[config.mk]
export PLATFORM = sky130hd
export DESIGN_NAME = uaset_store
export DESIGN_NICKNAME = d
export VERILOG_FILES = /design/src/hw/rtl/uaset_pkg.sv /design/src/hw/rtl/uaset_store.sv
export SDC_FILE = /design/constraint.sdc
export NUM_CORES = 2
export LEC_CHECK = 0
export ABC_AREA = 0
export ABC_CLOCK_PERIOD_IN_PS = 6600
export BUFFER_PORTS_ARGS = -buffer_cell sky130_fd_sc_hd__buf_4
export CAP_MARGIN = 20
export CORE_AREA = 4 4 566 568
export CTS_BUF_LIST = sky130_fd_sc_hd__clkbuf_8
export CTS_CLUSTER_SIZE = 14
export DETAILED_ROUTE_END_ITERATION = 10
export DIE_AREA = 0 0 570 572
export GPL_ROUTABILITY_DRIVEN = 0
export PLACE_DENSITY_LB_ADDON = 0.12
export SYNTH_ARGS = -nofsm -noshare
export SYNTH_HDL_FRONTEND = slang
export SYNTH_SLANG_ARGS = --single-unit
[constraint.sdc]
create_clock -name clock -period 6.6 [get_ports clock]
set_input_delay 0.66 -clock clock [delete_from_list [all_inputs] [get_ports clock]]
set_output_delay 0.66 -clock clock [all_outputs]
set_load 0.01 [all_outputs]
[src/hw/rtl/uaset_pkg.sv]
package uaset_pkg;

   // Default table size and fixed field widths
   localparam int DEF_CAPACITY = 64;
   localparam int KEY_W        = 64;
   localparam int OP_W         = 2;
   localparam int POS_W        = 6;
   localparam int OUTC_W       = 2;
   localparam int CNT_OUT_W    = 7;

   // Operation codes; the unused code acts as a lookup
   localparam logic [OP_W-1:0] OP_LOOKUP = 2'd0;
   localparam logic [OP_W-1:0] OP_INSERT = 2'd1;
   localparam logic [OP_W-1:0] OP_REMOVE = 2'd2;

   // Outcome codes
   localparam logic [OUTC_W-1:0] OUT_NONE = 2'd0;
   localparam logic [OUTC_W-1:0] OUT_DONE = 2'd1;
   localparam logic [OUTC_W-1:0] OUT_FULL = 2'd2;

   // Sequencer states
   typedef enum logic [4:0] {
      ST_IDLE   = 5'b00001,
      ST_SEARCH = 5'b00010,
      ST_APPLY  = 5'b00100,
      ST_MOVE   = 5'b01000,
      ST_FINISH = 5'b10000
   } state_type;

   // One finished result item
   typedef struct packed {
      logic                 found;
      logic [POS_W-1:0]     position;
      logic [OUTC_W-1:0]    outcome;
      logic [CNT_OUT_W-1:0] count;
   } rsp_type;

endpackage

[src/hw/rtl/uaset_store.sv]
module uaset_store #(
   parameter int CAPACITY = uaset_pkg::DEF_CAPACITY,
   localparam int IDX_W = (CAPACITY > 1) ? $clog2(CAPACITY) : 1
) (
   input  logic                       clock,
   input  logic                       wr_en,
   input  logic [IDX_W-1:0]           wr_addr,
   input  logic [uaset_pkg::KEY_W-1:0] wr_data,
   input  logic                       rd_en,
   input  logic [IDX_W-1:0]           rd_addr,
   output logic [uaset_pkg::KEY_W-1:0] rd_data
);

   logic [uaset_pkg::KEY_W-1:0] mem_ff [CAPACITY];
   logic [uaset_pkg::KEY_W-1:0] rd_data_ff;

   // Write one entry, read one entry into the output register
   always_ff @(posedge clock) begin
      if (wr_en) begin
         mem_ff[wr_addr] <= wr_data;
      end
      if (rd_en) begin
         rd_data_ff <= mem_ff[rd_addr];
      end
   end

   assign rd_data = rd_data_ff;

endmodule

==> flow_metrics.env <==
export IMPL_ys_ff_latch=4160
export IMPL_avgSynthCellArea_sq_um=23.8
export IMPL_maxSlewHeadroom_pct=21.7
export IMPL_fp_coreArea_sq_um=315000
export IMPL_synth_main_ff_cell="edfxtp_1"
export IMPL_wl_per_cell_um=37.9
export IMPL_place_ws_ns=2.15
export IMPL_final_hold_viol_count=0
export IMPL_grt_max_degree=100
export IMPL_async_flop_share_pct=0
export IMPL_fp_dieH_um=572
export IMPL_grt_pass1_vias=79200
export IMPL_io_buffers=142
export IMPL_wirelength_mm=454
export IMPL_ys_seq_area_share_pct=79.6
export IMPL_ctsHtreeMaxLevel=6
export IMPL_end_kind="flop"
export IMPL_yosys_area_top_type_share_pct=79.6
export IMPL_root_buffer="clkbuf_8"
export IMPL_clockBufferDepth=4
export IMPL_die_w_um=570
export IMPL_grt_ovfl_total=0
export IMPL_synth_common_cells="4160 x edfxtp_1, 1024 x mux4_2, 170 x buf_2, 168 x a22oi_1, 140 x clkbuf_1"
export IMPL_drcViolationCount=0
export IMPL_critPathArrivalTime_ns=4.05
export IMPL_fillers=23300
export IMPL_ir_worst_vdd_uv=201
export IMPL_synth_top_family_by_area="multiplexers"
export IMPL_fin_setup_tns_ns=0
export IMPL_cts_tree="built"
export IMPL_synth_xor_area_share_pct=0
export IMPL_synthTopCellsByArea="edfxtp_1 80%, mux4_2 15%, mux2i_1 0.86%"
export IMPL_place_hpwl_mm=229
export IMPL_multiInputGateArea_sq_um=30800
export IMPL_synth_most_common_cell="edfxtp_1"
export IMPL_criticalPathCategory="input port to flop"
export IMPL_crit_required_ns=7.50
export IMPL_worst_clock_skew_ns=0.0376
export IMPL_period_needed_ns=3.14
export IMPL_cts_sinks=4160
export IMPL_synth_compound_area_share_pct=2.47
export IMPL_synth_cell_types=32
export IMPL_synth_mux_area_share_pct=15.6
export IMPL_setup_ws_ns=3.46
export IMPL_drt_iter0_markers=10700
export IMPL_drt_first_pass_iters=5
export IMPL_yosys_area_share_simple_pct=1.23
export IMPL_vias=78000
export IMPL_register_area_sq_um=125000
export IMPL_antenna_found_initial=37
export IMPL_synthAdderAreaFrac_pct=0
export IMPL_post_route_util_pct=56.1
export IMPL_synthCells=6598
export IMPL_max_freq_ghz=0.318
export IMPL_ant_nets=0
export IMPL_cts_setup_buffers=0
export IMPL_cp_max_fo=96
export IMPL_min_path_type="input port to flop"
export IMPL_synth_nets=6677
export IMPL_synth_area_leader_cell="edfxtp_1"
export IMPL_cp_start_kind="input port"
export IMPL_slew_viol_final=0
export IMPL_layout_drive_gt1_share_pct=28.8
export IMPL_timing_final_crit_share_pct=47.7
export IMPL_synthToLayoutAreaGrowth_pct=12.5
export IMPL_start_util_pct=49.9
export IMPL_synth_area_sq_um=157000
export IMPL_power_density_nw_per_um2=293
export IMPL_status="finished, final reports clean"
export IMPL_worst_pin_slew_ns=1.17
export IMPL_viasPerCell=6.51
export IMPL_rows=206
export IMPL_numCtsBuffers=657
export IMPL_fin_area_sq_um=177000
export IMPL_track_usage_pct=27.9
export IMPL_dp_cells=10700
export IMPL_rsz0062_at_grt="false"
export IMPL_nNetsFinal=7382
export IMPL_synth_edf_count=4160
export IMPL_setup_viol=0
export IMPL_die_area_sq_um=326000
export IMPL_hold_ws_ns=0.120
export IMPL_power_mw=51.7
export IMPL_yosys_warnings=0
export IMPL_boundaryPins=143
export IMPL_clkLatencyLatePin_ns=1.20
export IMPL_grt_pass1_wl_mm=632
export IMPL_cap_violations=0
export IMPL_fin_cells=12000
export IMPL_p_leak_nw=55.6
export IMPL_dpl_cell_area_sq_um=164000
export IMPL_clk_pin_slew_ns=0.06
-- layout by cell type (no fill, tap or decap), drive strengths merged --
cell,count
a211oi,63
a22o,88
a22oi,168
a2bb2oi,19
a31o,1
a31oi,18
a41oi,26
and2,3
and3,64
buf,352
bufinv,8
clkbuf,665
clkinv,228
clkinvlp,15
diode,18
dlygate4sd3,64
edfxtp,4160
inv,262
mux2i,135
mux4,1024
nand2,58
nand2b,11
nand3,45
nand3b,2
nand4,2
nand4b,1
nor2,112
nor2b,28
nor3,2
o221ai,38
o22ai,83
or2,28
or3,29
or3b,1
-- sequential cells by signal, indices dropped and copies added, names as in the netlist --
name     count
mem_ff    4096
rd_data     64
-- power by group --
group	switching, mW	internal, mW
logic	1.59	0.955
clock network	10.1	9.71
registers	0.105	29.3
total	11.8	40.0
-- cells by family after synthesis --
group / count (synthesis)
flops: 4160
simple gates: 386
mux: 1159
buf+inv: 389
compound gates: 504
-- routing by layer --
metal  track usage, %  vias up  part of all wire (%)
met5                0        -                0.0055
met4             7.99        4                   3.0
met3             5.26      773                   9.1
met2             44.0     4273                    48
met1             40.5    42900                    40
li1                 -    30100                     -
-- area by class of cell --
cell class              instances  area share (%)
flip-flops and latches       4160            70.7
multi-input cells            2049            17.4
clock buffers                 665            5.18
well taps                    4160            2.95
repair buffers                416            2.26
clock inverters               494            1.36
inverters                      19          0.0404
diodes                         18          0.0255
-- path summary, 6_finish.rpt --
check	from	endpoint	slack [ns]	depth (start not counted)
hold / removal	rd_en	rd_data[10]$_DFFE_PP_	0.12	1
hold reg to reg	mem_ff[44][32]$_DFFE_PP_	rd_data[32]$_DFFE_PP_	0.91	4
setup / recovery	rd_addr[0]	rd_data[13]$_DFFE_PP_	3.46	7
setup reg to reg	mem_ff[47][13]$_DFFE_PP_	rd_data[13]$_DFFE_PP_	4.22	5
-- what timing repair did --
| action | CTS | global route |
|---|---|---|
| endpoints found under the hold margin | 4074 | 0 |
| hold buffers | 64 | 0 |
| resized for setup | 0 | 0 |
-- critical path, cell delays in order --
cell	delay (ns)
buf_16	0.59
buf_4	0.72
mux4_2	0.59
mux2i_1	0.31
nand2_1	0.10
a41oi_1	0.74
a211oi_1	0.09
Note: power is estimated with default switching activity, not from simulation.
