==> config.mk <==
export PLATFORM = sky130hd
export DESIGN_NAME = uaset_seq
export DESIGN_NICKNAME = d
export VERILOG_FILES = /design/src/hw/rtl/uaset_pkg.sv /design/src/hw/rtl/uaset_seq.sv
export SDC_FILE = /design/constraint.sdc
export NUM_CORES = 1
export LEC_CHECK = 0
export ABC_CLOCK_PERIOD_IN_PS = 2900
export BUFFER_PORTS_ARGS = -buffer_cell sky130_fd_sc_hd__buf_2
export CORE_UTILIZATION = 49
export CTS_CLUSTER_SIZE = 28
export DETAILED_ROUTE_END_ITERATION = 10
export GPL_TIMING_DRIVEN = 0
export PLACE_DENSITY = 0.78
export SLEW_MARGIN = 25
export SYNTH_ARGS = -nofsm -noshare
export SYNTH_HDL_FRONTEND = slang
export SYNTH_SLANG_ARGS = --single-unit
==> constraint.sdc <==
create_clock -name clock -period 2.9 [get_ports clock]
set_input_delay 0 -clock clock [delete_from_list [all_inputs] [get_ports clock]]
set_output_delay 0 -clock clock [all_outputs]
set_load 0.005 [all_outputs]
==> src/hw/rtl/uaset_pkg.sv <==
package uaset_pkg;

   // Default table size and fixed field widths
   localparam int DEF_CAPACITY = 64;
   localparam int KEY_W        = 64;
   localparam int OP_W         = 2;
   localparam int POS_W        = 6;
   localparam int OUTC_W       = 2;
   localparam int CNT_OUT_W    = 7;

   // Operation codes; the unused code acts as a lookup
   localparam logic [OP_W-1:0] OP_LOOKUP = 2'd0;
   localparam logic [OP_W-1:0] OP_INSERT = 2'd1;
   localparam logic [OP_W-1:0] OP_REMOVE = 2'd2;

   // Outcome codes
   localparam logic [OUTC_W-1:0] OUT_NONE = 2'd0;
   localparam logic [OUTC_W-1:0] OUT_DONE = 2'd1;
   localparam logic [OUTC_W-1:0] OUT_FULL = 2'd2;

   // Sequencer states
   typedef enum logic [4:0] {
      ST_IDLE   = 5'b00001,
      ST_SEARCH = 5'b00010,
      ST_APPLY  = 5'b00100,
      ST_MOVE   = 5'b01000,
      ST_FINISH = 5'b10000
   } state_type;

   // One finished result item
   typedef struct packed {
      logic                 found;
      logic [POS_W-1:0]     position;
      logic [OUTC_W-1:0]    outcome;
      logic [CNT_OUT_W-1:0] count;
   } rsp_type;

endpackage

==> src/hw/rtl/uaset_seq.sv <==
module uaset_seq #(
   parameter int CAPACITY = uaset_pkg::DEF_CAPACITY,
   localparam int IDX_W = (CAPACITY > 1) ? $clog2(CAPACITY) : 1,
   localparam int CNT_W = $clog2(CAPACITY + 1)
) (
   input  logic                        clock,
   input  logic                        reset,
   input  logic                        start,
   input  logic [uaset_pkg::OP_W-1:0]  start_op,
   input  logic [uaset_pkg::KEY_W-1:0] start_key,
   input  logic                        rsp_free,
   output logic                        idle,
   output logic                        done,
   output uaset_pkg::rsp_type          result,
   output logic                        wr_en,
   output logic [IDX_W-1:0]            wr_addr,
   output logic [uaset_pkg::KEY_W-1:0] wr_data,
   output logic                        rd_en,
   output logic [IDX_W-1:0]            rd_addr,
   input  logic [uaset_pkg::KEY_W-1:0] rd_data
);

   localparam logic [CNT_W-1:0] CAP_CNT = CNT_W'(CAPACITY);

   uaset_pkg::state_type st_ff, st_in;
   logic [CNT_W-1:0]               occ_ff, occ_in;
   logic [CNT_W-1:0]               rd_idx_ff, rd_idx_in;
   logic                           cmp_vld_ff, cmp_vld_in;
   logic [IDX_W-1:0]               cmp_idx_ff, cmp_idx_in;
   logic [IDX_W-1:0]               hit_idx_ff, hit_idx_in;
   logic                           found_ff, found_in;
   logic [uaset_pkg::OUTC_W-1:0]   outc_ff, outc_in;
   logic [uaset_pkg::OP_W-1:0]     op_ff, op_in;
   logic [uaset_pkg::KEY_W-1:0]    key_ff, key_in;
   logic                           hit_now;
   logic [CNT_W-1:0]               last_cnt;
   logic [IDX_W+uaset_pkg::POS_W-1:0]     pos_ext;
   logic [CNT_W+uaset_pkg::CNT_OUT_W-1:0] cnt_ext;

   // Compare the entry read in the previous cycle
   assign hit_now  = cmp_vld_ff && (rd_data == key_ff);
   assign last_cnt = occ_ff - CNT_W'(1);

   // Sequence search, update and result
   always_comb begin
      st_in      = st_ff;
      occ_in     = occ_ff;
      rd_idx_in  = rd_idx_ff;
      cmp_vld_in = 1'b0;
      cmp_idx_in = cmp_idx_ff;
      hit_idx_in = hit_idx_ff;
      found_in   = found_ff;
      outc_in    = outc_ff;
      op_in      = op_ff;
      key_in     = key_ff;
      wr_en      = 1'b0;
      wr_addr    = hit_idx_ff;
      wr_data    = rd_data;
      rd_en      = 1'b0;
      rd_addr    = rd_idx_ff[IDX_W-1:0];
      done       = 1'b0;
      case (st_ff)
         uaset_pkg::ST_IDLE: begin
            if (start) begin
               op_in     = start_op;
               key_in    = start_key;
               rd_idx_in = '0;
               found_in  = 1'b0;
               outc_in   = uaset_pkg::OUT_NONE;
               st_in     = uaset_pkg::ST_SEARCH;
            end
         end
         uaset_pkg::ST_SEARCH: begin
            if (hit_now) begin
               found_in   = 1'b1;
               hit_idx_in = cmp_idx_ff;
               st_in      = uaset_pkg::ST_APPLY;
            end else if (rd_idx_ff < occ_ff) begin
               rd_en      = 1'b1;
               cmp_vld_in = 1'b1;
               cmp_idx_in = rd_idx_ff[IDX_W-1:0];
               rd_idx_in  = rd_idx_ff + CNT_W'(1);
            end else begin
               found_in   = 1'b0;
               hit_idx_in = '0;
               st_in      = uaset_pkg::ST_APPLY;
            end
         end
         uaset_pkg::ST_APPLY: begin
            st_in = uaset_pkg::ST_FINISH;
            case (op_ff)
               uaset_pkg::OP_INSERT: begin
                  if (!found_ff) begin
                     if (occ_ff < CAP_CNT) begin
                        wr_en   = 1'b1;
                        wr_addr = occ_ff[IDX_W-1:0];
                        wr_data = key_ff;
                        occ_in  = occ_ff + CNT_W'(1);
                        outc_in = uaset_pkg::OUT_DONE;
                     end else begin
                        outc_in = uaset_pkg::OUT_FULL;
                     end
                  end
               end
               uaset_pkg::OP_REMOVE: begin
                  if (found_ff) begin
                     rd_en   = 1'b1;
                     rd_addr = last_cnt[IDX_W-1:0];
                     st_in   = uaset_pkg::ST_MOVE;
                  end
               end
               default: begin
               end
            endcase
         end
         uaset_pkg::ST_MOVE: begin
            // Move the last key into the freed entry
            wr_en   = 1'b1;
            wr_addr = hit_idx_ff;
            wr_data = rd_data;
            occ_in  = last_cnt;
            outc_in = uaset_pkg::OUT_DONE;
            st_in   = uaset_pkg::ST_FINISH;
         end
         uaset_pkg::ST_FINISH: begin
            if (rsp_free) begin
               done  = 1'b1;
               st_in = uaset_pkg::ST_IDLE;
            end
         end
         default: begin
            st_in = uaset_pkg::ST_IDLE;
         end
      endcase
   end

   // Mask position and count to their field widths
   assign pos_ext = {{uaset_pkg::POS_W{1'b0}}, hit_idx_ff};
   assign cnt_ext = {{uaset_pkg::CNT_OUT_W{1'b0}}, occ_ff};

   assign result.found    = found_ff;
   assign result.position = pos_ext[uaset_pkg::POS_W-1:0];
   assign result.outcome  = outc_ff;
   assign result.count    = cnt_ext[uaset_pkg::CNT_OUT_W-1:0];
   assign idle            = (st_ff == uaset_pkg::ST_IDLE);

   always_ff @(posedge clock) begin
      if (reset) begin
         st_ff      <= uaset_pkg::ST_IDLE;
         occ_ff     <= '0;
         cmp_vld_ff <= 1'b0;
      end else begin
         st_ff      <= st_in;
         occ_ff     <= occ_in;
         cmp_vld_ff <= cmp_vld_in;
      end
   end

   always_ff @(posedge clock) begin
      rd_idx_ff  <= rd_idx_in;
      cmp_idx_ff <= cmp_idx_in;
      hit_idx_ff <= hit_idx_in;
      found_ff   <= found_in;
      outc_ff    <= outc_in;
      op_ff      <= op_in;
      key_ff     <= key_in;
   end

endmodule

==> flow_metrics.tcl, run 1 <==
set metrics [dict create \
    die_y_um 109.4 \
    relSlewSlack_pct 55.27 \
    grt.met1_usage_pct 36.66 \
    numCtsBuffers 9 \
    dp_hpwl_mm 13.67 \
    grt_pass1_vias 5685 \
    drive_above_1_share_pct 29.24 \
    synth_seq_cells 101 \
    area_delta_synth_final_pct 41.57 \
    drt_pass1_iterations 5 \
    synthCells 604 \
    ioPinCount 230 \
    drv_slew 0 \
    total_power_mw 4.827 \
    drv_cap 0 \
    grt_pass1_wl_mm 28.15 \
    yosysUniqueCellTypes 53 \
    nets 1058 \
    netlist_area_um2 5647 \
    path_cells "buf_2 -> or4b_1 -> nor2_1 -> nand4_1 -> buf_2 -> clkbuf_2 -> nand2_1 -> nand2_1 -> buf_2" \
    synth_nets 747 \
    fmax_mhz 358.1 \
    critPathBufInv 4 \
    hold_path_class "in2reg" \
    path_clk_slew_ns 0.06 \
    synth.yosys.seq_area_share_pct 51.41 \
    grt_usage_pct 32.07 \
    cts-root-buf "clkbuf_16" \
    critPathMaxStageDelay_ns 0.55 \
    crit_family "simple AND/OR/NAND/NOR gates" \
    wl_per_cell_um 17.80 \
    die_x_um 109.4 \
    drtAntennaViolNets 0 \
    crit_type "reg2out" \
    crit_path_frequent_cell "buf_2" \
    hold_ws_ns 0.08870 \
    avgSynthCellArea_um2 9.349 \
    grt_max_degree 39 \
    cts_sinks 101 \
    rrSetupSlack_ns 0.21 \
    vias 5826 \
    cts_buffer_depth 2 \
    synth_edf_count 88 \
    critPathRequiredTime_ns 2.90 \
    initial_core_util_pct 51.19 \
    grt-ovfl-total 0 \
    layout_min_cycle_time_ns 2.792 \
    setup_violations 0 \
    io_buffer_count 229 \
    cp.arrival_ns 2.79 \
    antenna_found_initial 1 \
    drtIter0Drc 410 \
    synth_warnings 0 \
    routed_wl_mm 18.89 \
    clk_latency_ns 0.36 \
    status "complete, no violations" \
    finalCritPeriodShare_pct 96.29 \
    die_area_um2 11960 \
    worst_pin_slew_ns 0.6710 \
    synthFlopType "edfxtp_1" \
    vias_per_cell 5.491 \
    power_leakage_nw 3.593 \
    htreeDepth 3 \
    fp-row-count 38 \
    use_met2_pct 54.13 \
    end_kind "output port" \
    cp-start-kind "flop" \
    power.density_nw_per_um2 603.8 \
    worstPathMaxFanout 10 \
    peakVddDrop_v 0.0004530 \
    design.core.area_um2 11030 \
    finalHoldViolCount 0 \
    synth-async-reset-ratio_pct 0 \
    drc 0 \
    cpMaxStageDelayCell "or4b_1" \
    gp_congestion 0.9697 \
    grt.busiest_layer "met2" \
    final.setup_skew_ns 0.008335 \
    cts_tree "done" \
    met3_usage_pct 7.350 \
]
flip-flops by register name (all words and copies together), names as in the netlist, 2 cells and up:
name        cells
hit_idx_ff      6
occ_ff          7
key_ff         64
outc_ff         2
st_ff           5
cmp_idx_ff      6
op_ff           2
rd_idx_ff       7
what timing repair did:
action,in CTS,in global routing
setup buffers,0,3
pin swaps,0,1
gates resized for setup,4,6
endpoints found under the setup margin,38,46
hold endpoints to repair,68,0
hold buffers,67,0
cell usage after synthesis (all sizes together) (10+ instances only):
library cell | instances | share of area, %
clkbuf | 14 | 0.93
edfxtp | 88 | 47
xor2 | 20 | 3.1
dfxtp | 13 | 4.6
nand3 | 10 | 0.89
nor4 | 10 | 1.5
nand2b | 21 | 2.3
o21ai | 28 | 2.5
xnor2 | 38 | 5.9
nand2 | 198 | 13
nor2 | 33 | 2.2
inv | 23 | 1.5
nand4 | 11 | 1.2
final timing paths:
path / start / endpoint / cells after the start
setup reg to reg: key_ff[7] / hit_idx_ff[3] / 6
hold reg to reg: cmp_idx_ff[1] / hit_idx_ff[1] / 1
hold / removal: start / st_ff[0] / 4
setup / recovery: st_ff[0] / wr_addr[2] / 9
stage by stage:
| stage | instance area [um^2] | TNS, ns | worst slack [ns] | util, % | instances |
|---|---|---|---|---|---|
| after floorplan | 5647 | 0 | 0.1456 | - | 604 |
| after global placement | 6968 | -41.35 | -0.6282 | 63.17 | 973 |
| after detailed placement | 6990 | 0 | 0.1939 | 63.37 | 974 |
| after CTS | 7966 | 0 | 0.01496 | 72.22 | 1057 |
| after global routing | 7994 | -0.09208 | -0.02424 | 72.47 | 1061 |
| final | 7994 | 0 | 0.1075 | 72.47 | 1061 |
layer usage:
metal / vias up / routed length (um) / share of wire (%)
li1: 2695 / - / -
met1: 2688 / 7134 / 38
met2: 357 / 9093 / 48
met3: 86 / 1650 / 8.7
met4: 0 / 1007 / 5.3
met5: - / 0 / 0
cell families after synthesis:
| logic type | count (synthesis) | synth area share [%] |
|---|---|---|
| AND/OR/NAND/NOR | 329 | 27.01 |
| flip-flops | 101 | 51.41 |
| AO/OA/AOI/OAI | 62 | 7.268 |
| XOR/XNOR | 58 | 8.996 |
| buffers and inverters | 44 | 3.124 |
| adder cells (fa/ha/maj) | 9 | 1.994 |
| multiplexers | 1 | 0.1994 |
power by group:
part           switching, mW  internal (mW)
registers              0.262           2.03
logic                  0.726          0.577
clock network          0.561          0.672
total                   1.55           3.28
layout make-up:
cell class	count	area, um^2
antenna	1	2.502
fill	784	3037
inverter	23	88.84
clock buffer	9	225.2
multi-input combinational	459	2567
tap	140	175.2
clock inverter	7	75.07
timing repair buffer	300	1859
buffer	21	97.59
sequential	101	2903
placed cells by master, fill, tap and decap left out, types with 6 or more instances in the layout:
cell,n
buf_2,236
nand2_1,198
edfxtp_1,88
dlygate4sd3_1,67
xnor2_1,38
nor2_1,33
o21ai_0,27
inv_1,22
nand2b_1,21
xor2_1,20
dfxtp_1,13
nand4_1,11
nand3_1,10
nor2b_1,9
and2_1,9
ha_1,9
clkbuf_16,9
clkbuf_1,8
nor4_1,8
o2111ai_1,6
worst register-to-register path, delay by kind of cell, from the launching register on:
kind | cells | cell delay, ns
AOI/OAI and AO/OA | 2 | 0.71
DFF | 1 | 0.40
and+or+nand+nor | 4 | 1.23
(Power assumes the default switching activity.)
==> run 2, diff against run 1 <==
--- a/config.mk
+++ b/config.mk
@@ -11,7 +11,7 @@
 export CTS_CLUSTER_SIZE = 28
 export DETAILED_ROUTE_END_ITERATION = 10
 export GPL_TIMING_DRIVEN = 0
-export PLACE_DENSITY = 0.78
+export PLACE_DENSITY = 0.83
 export SLEW_MARGIN = 25
 export SYNTH_ARGS = -nofsm -noshare
 export SYNTH_HDL_FRONTEND = slang
==> flow_metrics.tcl, run 2 (same netlist as run 1, synthesis figures left out) <==
set metrics [dict create \
    nets 1056 \
    grt_max_degree 48 \
    largest_register_ffs 64 \
    cts_sinks 101 \
    die_y_um 109.4 \
    final.setup_skew_ns 0.008607 \
    fmax_mhz 364.4 \
    internal-power_mw 3.286 \
    initial_core_util_pct 51.19 \
    rsz0062_at_grt "no" \
    regMostFlops "key_ff" \
    drc 0 \
    critPathBufInv 0 \
    layout_min_cycle_time_ns 2.744 \
    fin_tns_setup_ns 0 \
    finalHoldViolCount 0 \
    critPathMaxStageDelay_ns 0.47 \
    drtIter0Drc 459 \
    final_common_cell "buf_2" \
    cts_buffer_depth 2 \
    antenna_found_initial 1 \
    grt_usage_pct 32.30 \
    power_leakage_nw 3.597 \
    drtAntennaViolNets 0 \
    clockPowerShare_pct 25.3 \
    finalCritPeriodShare_pct 94.63 \
    design.core.area_um2 11030 \
    drt_pass1_iterations 5 \
    cp.arrival_ns 2.73 \
    grt_pass1_wl_mm 28.59 \
    worstPathMaxFanout 6 \
    power.density_nw_per_um2 604.7 \
    gp_congestion 0.9193 \
    rr_startpoint "key_ff[47]" \
    grt_pass1_vias 5746 \
    cts-root-buf "clkbuf_16" \
    final_cell_mix "buf_2 (236), nand2_1 (198), edfxtp_1 (88)" \
    drive_above_1_share_pct 29.30 \
    seq_power_share_pct 47.3 \
    peakVddDrop_v 0.0004560 \
    relSlewSlack_pct 51.16 \
    final_area_um2 7995 \
    crit_family "simple AND/OR/NAND/NOR gates" \
    path_clk_slew_ns 0.07 \
    swShare_pct 32.03 \
    path_depth 6 \
    holdCritStartpoint "start" \
    reg_top3 "key_ff: 64 flops, occ_ff: 7 flops, rd_idx_ff: 7 flops" \
    dpl_cell_area_um2 6998 \
    die_area_um2 11960 \
    cpMaxStageDelayCell "or3_1" \
    drv_cap 0 \
    numCtsBuffers 9 \
    p_comb_share_pct 27.5 \
    clk_latency_ns 0.34 \
    reg2reg_to "hit_idx_ff[1]" \
    status "complete, no violations" \
    area_delta_synth_final_pct 41.59 \
    cp-start-kind "flop" \
    wl_per_cell_um 17.91 \
    hold_path_depth 4 \
    crit_type "reg2reg" \
    fp-row-count 38 \
    ff2ff_path_depth 6 \
    end_kind "flop" \
    final_core_util_pct 72.48 \
    total_power_mw 4.835 \
    vias 5833 \
    routed_wl_mm 18.96 \
    cts_tree "done" \
    holdPathEnd "st_ff[0]" \
    vias_per_cell 5.508 \
    rrSetupSlack_ns 0.16 \
    ioPinCount 230 \
    setup_violations 0 \
    die_x_um 109.4 \
    htreeDepth 3 \
    worst_pin_slew_ns 0.7326 \
    critPathRequiredTime_ns 2.88 \
    path_cells "xnor2_1 -> o221ai_1 -> nor4_1 -> nand4_1 -> or3_1 -> o21ai_1" \
    hold_path_class "in2reg" \
    grt-ovfl-total 0 \
    hold_ws_ns 0.1112 \
    io_buffer_count 229 \
    power.switching_mw 1.548 \
    dp_hpwl_mm 13.01 \
    drv_slew 0 \
]
run 2: worst max path at each step:
stage                    start             to  slack, ns
floorplan             st_ff[1]      key_ff[0]       0.15
global placement      st_ff[1]     key_ff[50]      -0.66
detailed placement   key_ff[7]  hit_idx_ff[3]       0.16
CTS                   st_ff[0]     wr_addr[2]       0.05
global route        key_ff[47]  hit_idx_ff[2]       0.03
finish              key_ff[47]  hit_idx_ff[1]       0.16
run 2: power groups by stage:
| stage | Combinational, mW | Clock [mW] | Sequential (mW) |
|---|---|---|---|
| final | 1.33 | 1.22 | 2.29 |
| after global routing | 1.45 | 1.28 | 2.33 |
| after CTS | 1.29 | 1.23 | 2.27 |
| after detailed placement | 1.21 | 0 | 2.30 |
| after global placement | 1.15 | 0 | 2.31 |
| after floorplan | 0.738 | 0 | 2.25 |
run 2: final cells by class:
class	count	area (um^2)
antenna	1	2.502
buffer	21	98.84
clock buffer	9	225.2
clock inverter	7	73.82
fill	778	3035
inverter	23	88.84
multi-input combinational	459	2576
sequential	101	2903
tap	140	175.2
timing repair buffer	298	1852
run 2: repair_timing:
item                                    in CTS  in global routing
endpoints found under the hold margin       67                  0
setup buffers                                0                  1
gates cloned                                 0                  0
pin swaps                                    0                  1
hold buffers                                67                  0
endpoints found under the setup margin      13                 48
gates resized for setup                      3                 11
run 2: through the flow:
stage / worst slack [ns] / std cells
6_report: 0.1558 / 1059
5_1_grt: 0.02770 / 1059
4_1_cts: 0.04650 / 1057
3_5_place_dp: 0.1609 / 974
3_3_place_gp: -0.6557 / 973
2_1_floorplan: 0.1456 / 604
run 2: routing by layer:
layer	routed length (um)	GRT usage [%]	up-vias
met5	0	0	-
met1	7337	38.01	2681
met3	1558	6.580	88
met4	1136	20.86	0
met2	8931	53.77	363
li1	-	-	2701
run 2: worst min-delay path: stages:
cell and delay [ns]:
buf_2 0.12, nor2_1 0.07, nor2_1 0.12, o21ai_0 0.09
==> run 3, diff against run 2 <==
--- a/config.mk
+++ b/config.mk
@@ -7,11 +7,11 @@
 export LEC_CHECK = 0
 export ABC_CLOCK_PERIOD_IN_PS = 2900
 export BUFFER_PORTS_ARGS = -buffer_cell sky130_fd_sc_hd__buf_2
-export CORE_UTILIZATION = 49
+export CORE_UTILIZATION = 44
 export CTS_CLUSTER_SIZE = 28
 export DETAILED_ROUTE_END_ITERATION = 10
 export GPL_TIMING_DRIVEN = 0
-export PLACE_DENSITY = 0.83
+export PLACE_DENSITY_LB_ADDON = 0.12
 export SLEW_MARGIN = 25
 export SYNTH_ARGS = -nofsm -noshare
 export SYNTH_HDL_FRONTEND = slang
==> flow_metrics.tcl, run 3 (same netlist as run 1, synthesis figures left out) <==
set metrics [dict create \
    routed_wl_mm 17.96 \
    met3_usage_pct 7.327 \
    worst_pin_slew_ns 0.6485 \
    drtIter0Drc 348 \
    total_power_mw 4.897 \
    setup_violations 0 \
    grt_pass1_wl_mm 27.08 \
    rsz0062_at_grt "no" \
    grt_usage_pct 27.54 \
    finalHoldViolCount 0 \
    reg_top3 "key_ff: 64 flops, occ_ff: 7 flops, rd_idx_ff: 7 flops" \
    ff2ff_path_depth 6 \
    status "complete, no violations" \
    initial_core_util_pct 44.93 \
    drt_pass1_iterations 4 \
    final.setup_skew_ns 0.007868 \
    drc 0 \
    wl_per_cell_um 16.45 \
    final_common_cell "buf_2" \
    hold_ws_ns 0.06327 \
    area_delta_synth_final_pct 42.79 \
    io_buffer_count 229 \
    path_clk_slew_ns 0.07 \
    vias_per_cell 5.046 \
    die_y_um 115.3 \
    cp.arrival_ns 2.94 \
    cp-start-kind "flop" \
    drtAntennaViolNets 0 \
    final_cell_mix "buf_2 (235), nand2_1 (198), edfxtp_1 (88)" \
    drv_slew 0 \
    peakVddDrop_v 0.0004363 \
    cts-root-buf "clkbuf_16" \
    die_area_um2 13290 \
    gp_congestion 0.8470 \
    dp_hpwl_mm 13.60 \
    hold_path_depth 4 \
    design.core.area_um2 12570 \
    fp-row-count 41 \
    drive_above_1_share_pct 29.24 \
    nets 1058 \
    cts_sinks 101 \
    largest_register_ffs 64 \
    cts_tree "done" \
    htreeDepth 3 \
    relSlewSlack_pct 56.77 \
    hold_path_class "in2reg" \
    grt-ovfl-total 0 \
    critPathRequiredTime_ns 3.12 \
    regMostFlops "key_ff" \
    crit_type "reg2reg" \
    grt_max_degree 43 \
    ioPinCount 230 \
    power_leakage_nw 3.602 \
    grt.met1_usage_pct 31.79 \
    die_x_um 115.3 \
    drv_cap 0 \
    use_met2_pct 49.08 \
    grt_pass1_vias 5446 \
    grt.busiest_layer "met2" \
    final_core_util_pct 64.15 \
    clk_latency_ns 0.36 \
    end_kind "flop" \
    insertedDiodeCount 0 \
    cts_buffer_depth 2 \
    worstPathMaxFanout 8 \
    fmax_mhz 368.1 \
    antenna_found_initial 0 \
    power.density_nw_per_um2 607.4 \
    finalCritPeriodShare_pct 93.67 \
    vias 5510 \
    layout_min_cycle_time_ns 2.717 \
    numCtsBuffers 9 \
]
==> run 3: cell count changes in the layout (fill, tap and decap cells not counted), sizes merged <==
cell,before,now
clkinv,3,1
clkinvlp,1,3
inv,25,24
buf,239,240
clkbuf,22,23
diode,1,0
bufinv,1,2
==> run 3: path summary, 6_finish.rpt <==
path	from	slack (ns)	to
setup / recovery	key_ff[27]	0.18	hit_idx_ff[1]
hold / removal	start	0.06	st_ff[0]
setup reg to reg	key_ff[27]	0.18	hit_idx_ff[1]
hold reg to reg	cmp_idx_ff[2]	0.52	hit_idx_ff[2]
==> run 3: metrics by stage <==
stage               setup TNS [ns]  instance area, um^2  setup WS (ns)  cells
finish                           0                 8063         0.1835   1092
global placement            -42.97                 7008        -0.6546   1005
CTS                              0                 8031        0.01772   1089
floorplan                        0                 5647         0.1456    604
global route                     0                 8063        0.04059   1092
detailed placement               0                 7030         0.1403   1006
==> run 3: cell type report <==
cell class / count / area [um^2]
clock buffers: 9 / 225.2
repair buffers: 300 / 1859
clock inverters: 7 / 98.84
flip-flops and latches: 101 / 2903
well taps: 172 / 215.2
fillers: 1088 / 4506
multi-input cells: 459 / 2576
plain buffers: 21 / 96.34
inverters: 23 / 88.84
==> run 3: worst max-delay path, stage by stage (launching register included) <==
cell,delay (ns)
edfxtp_1,0.44
or2b_2,0.22
nand4_1,0.11
or4_1,0.58
or4_4,0.57
nor4_4,0.47
and2_1,0.20
==> run 3: power by group <==
part	leakage (nW)	switching [mW]	total [mW]	internal, mW
Clock	0.150	0.567	1.33	0.761
Sequential	0.931	0.250	2.28	2.03
Combinational	2.52	0.715	1.29	0.575
==> run 3: timing repair <==
item | CTS | global route
resized for setup | 5 | 2
pin swaps | 0 | 1
cloned | 0 | 0
hold buffers | 67 | 0
setup endpoints to repair | 59 | 53
setup buffers | 0 | 3
endpoints found under the hold margin | 69 | 0
==> run 3: layer usage <==
layer / share of wire (%) / vias to the layer above
li1: - / 2698
met1: 41 / 2535
met2: 50 / 246
met3: 7.1 / 31
met4: 2.3 / 0
met5: 0 / -
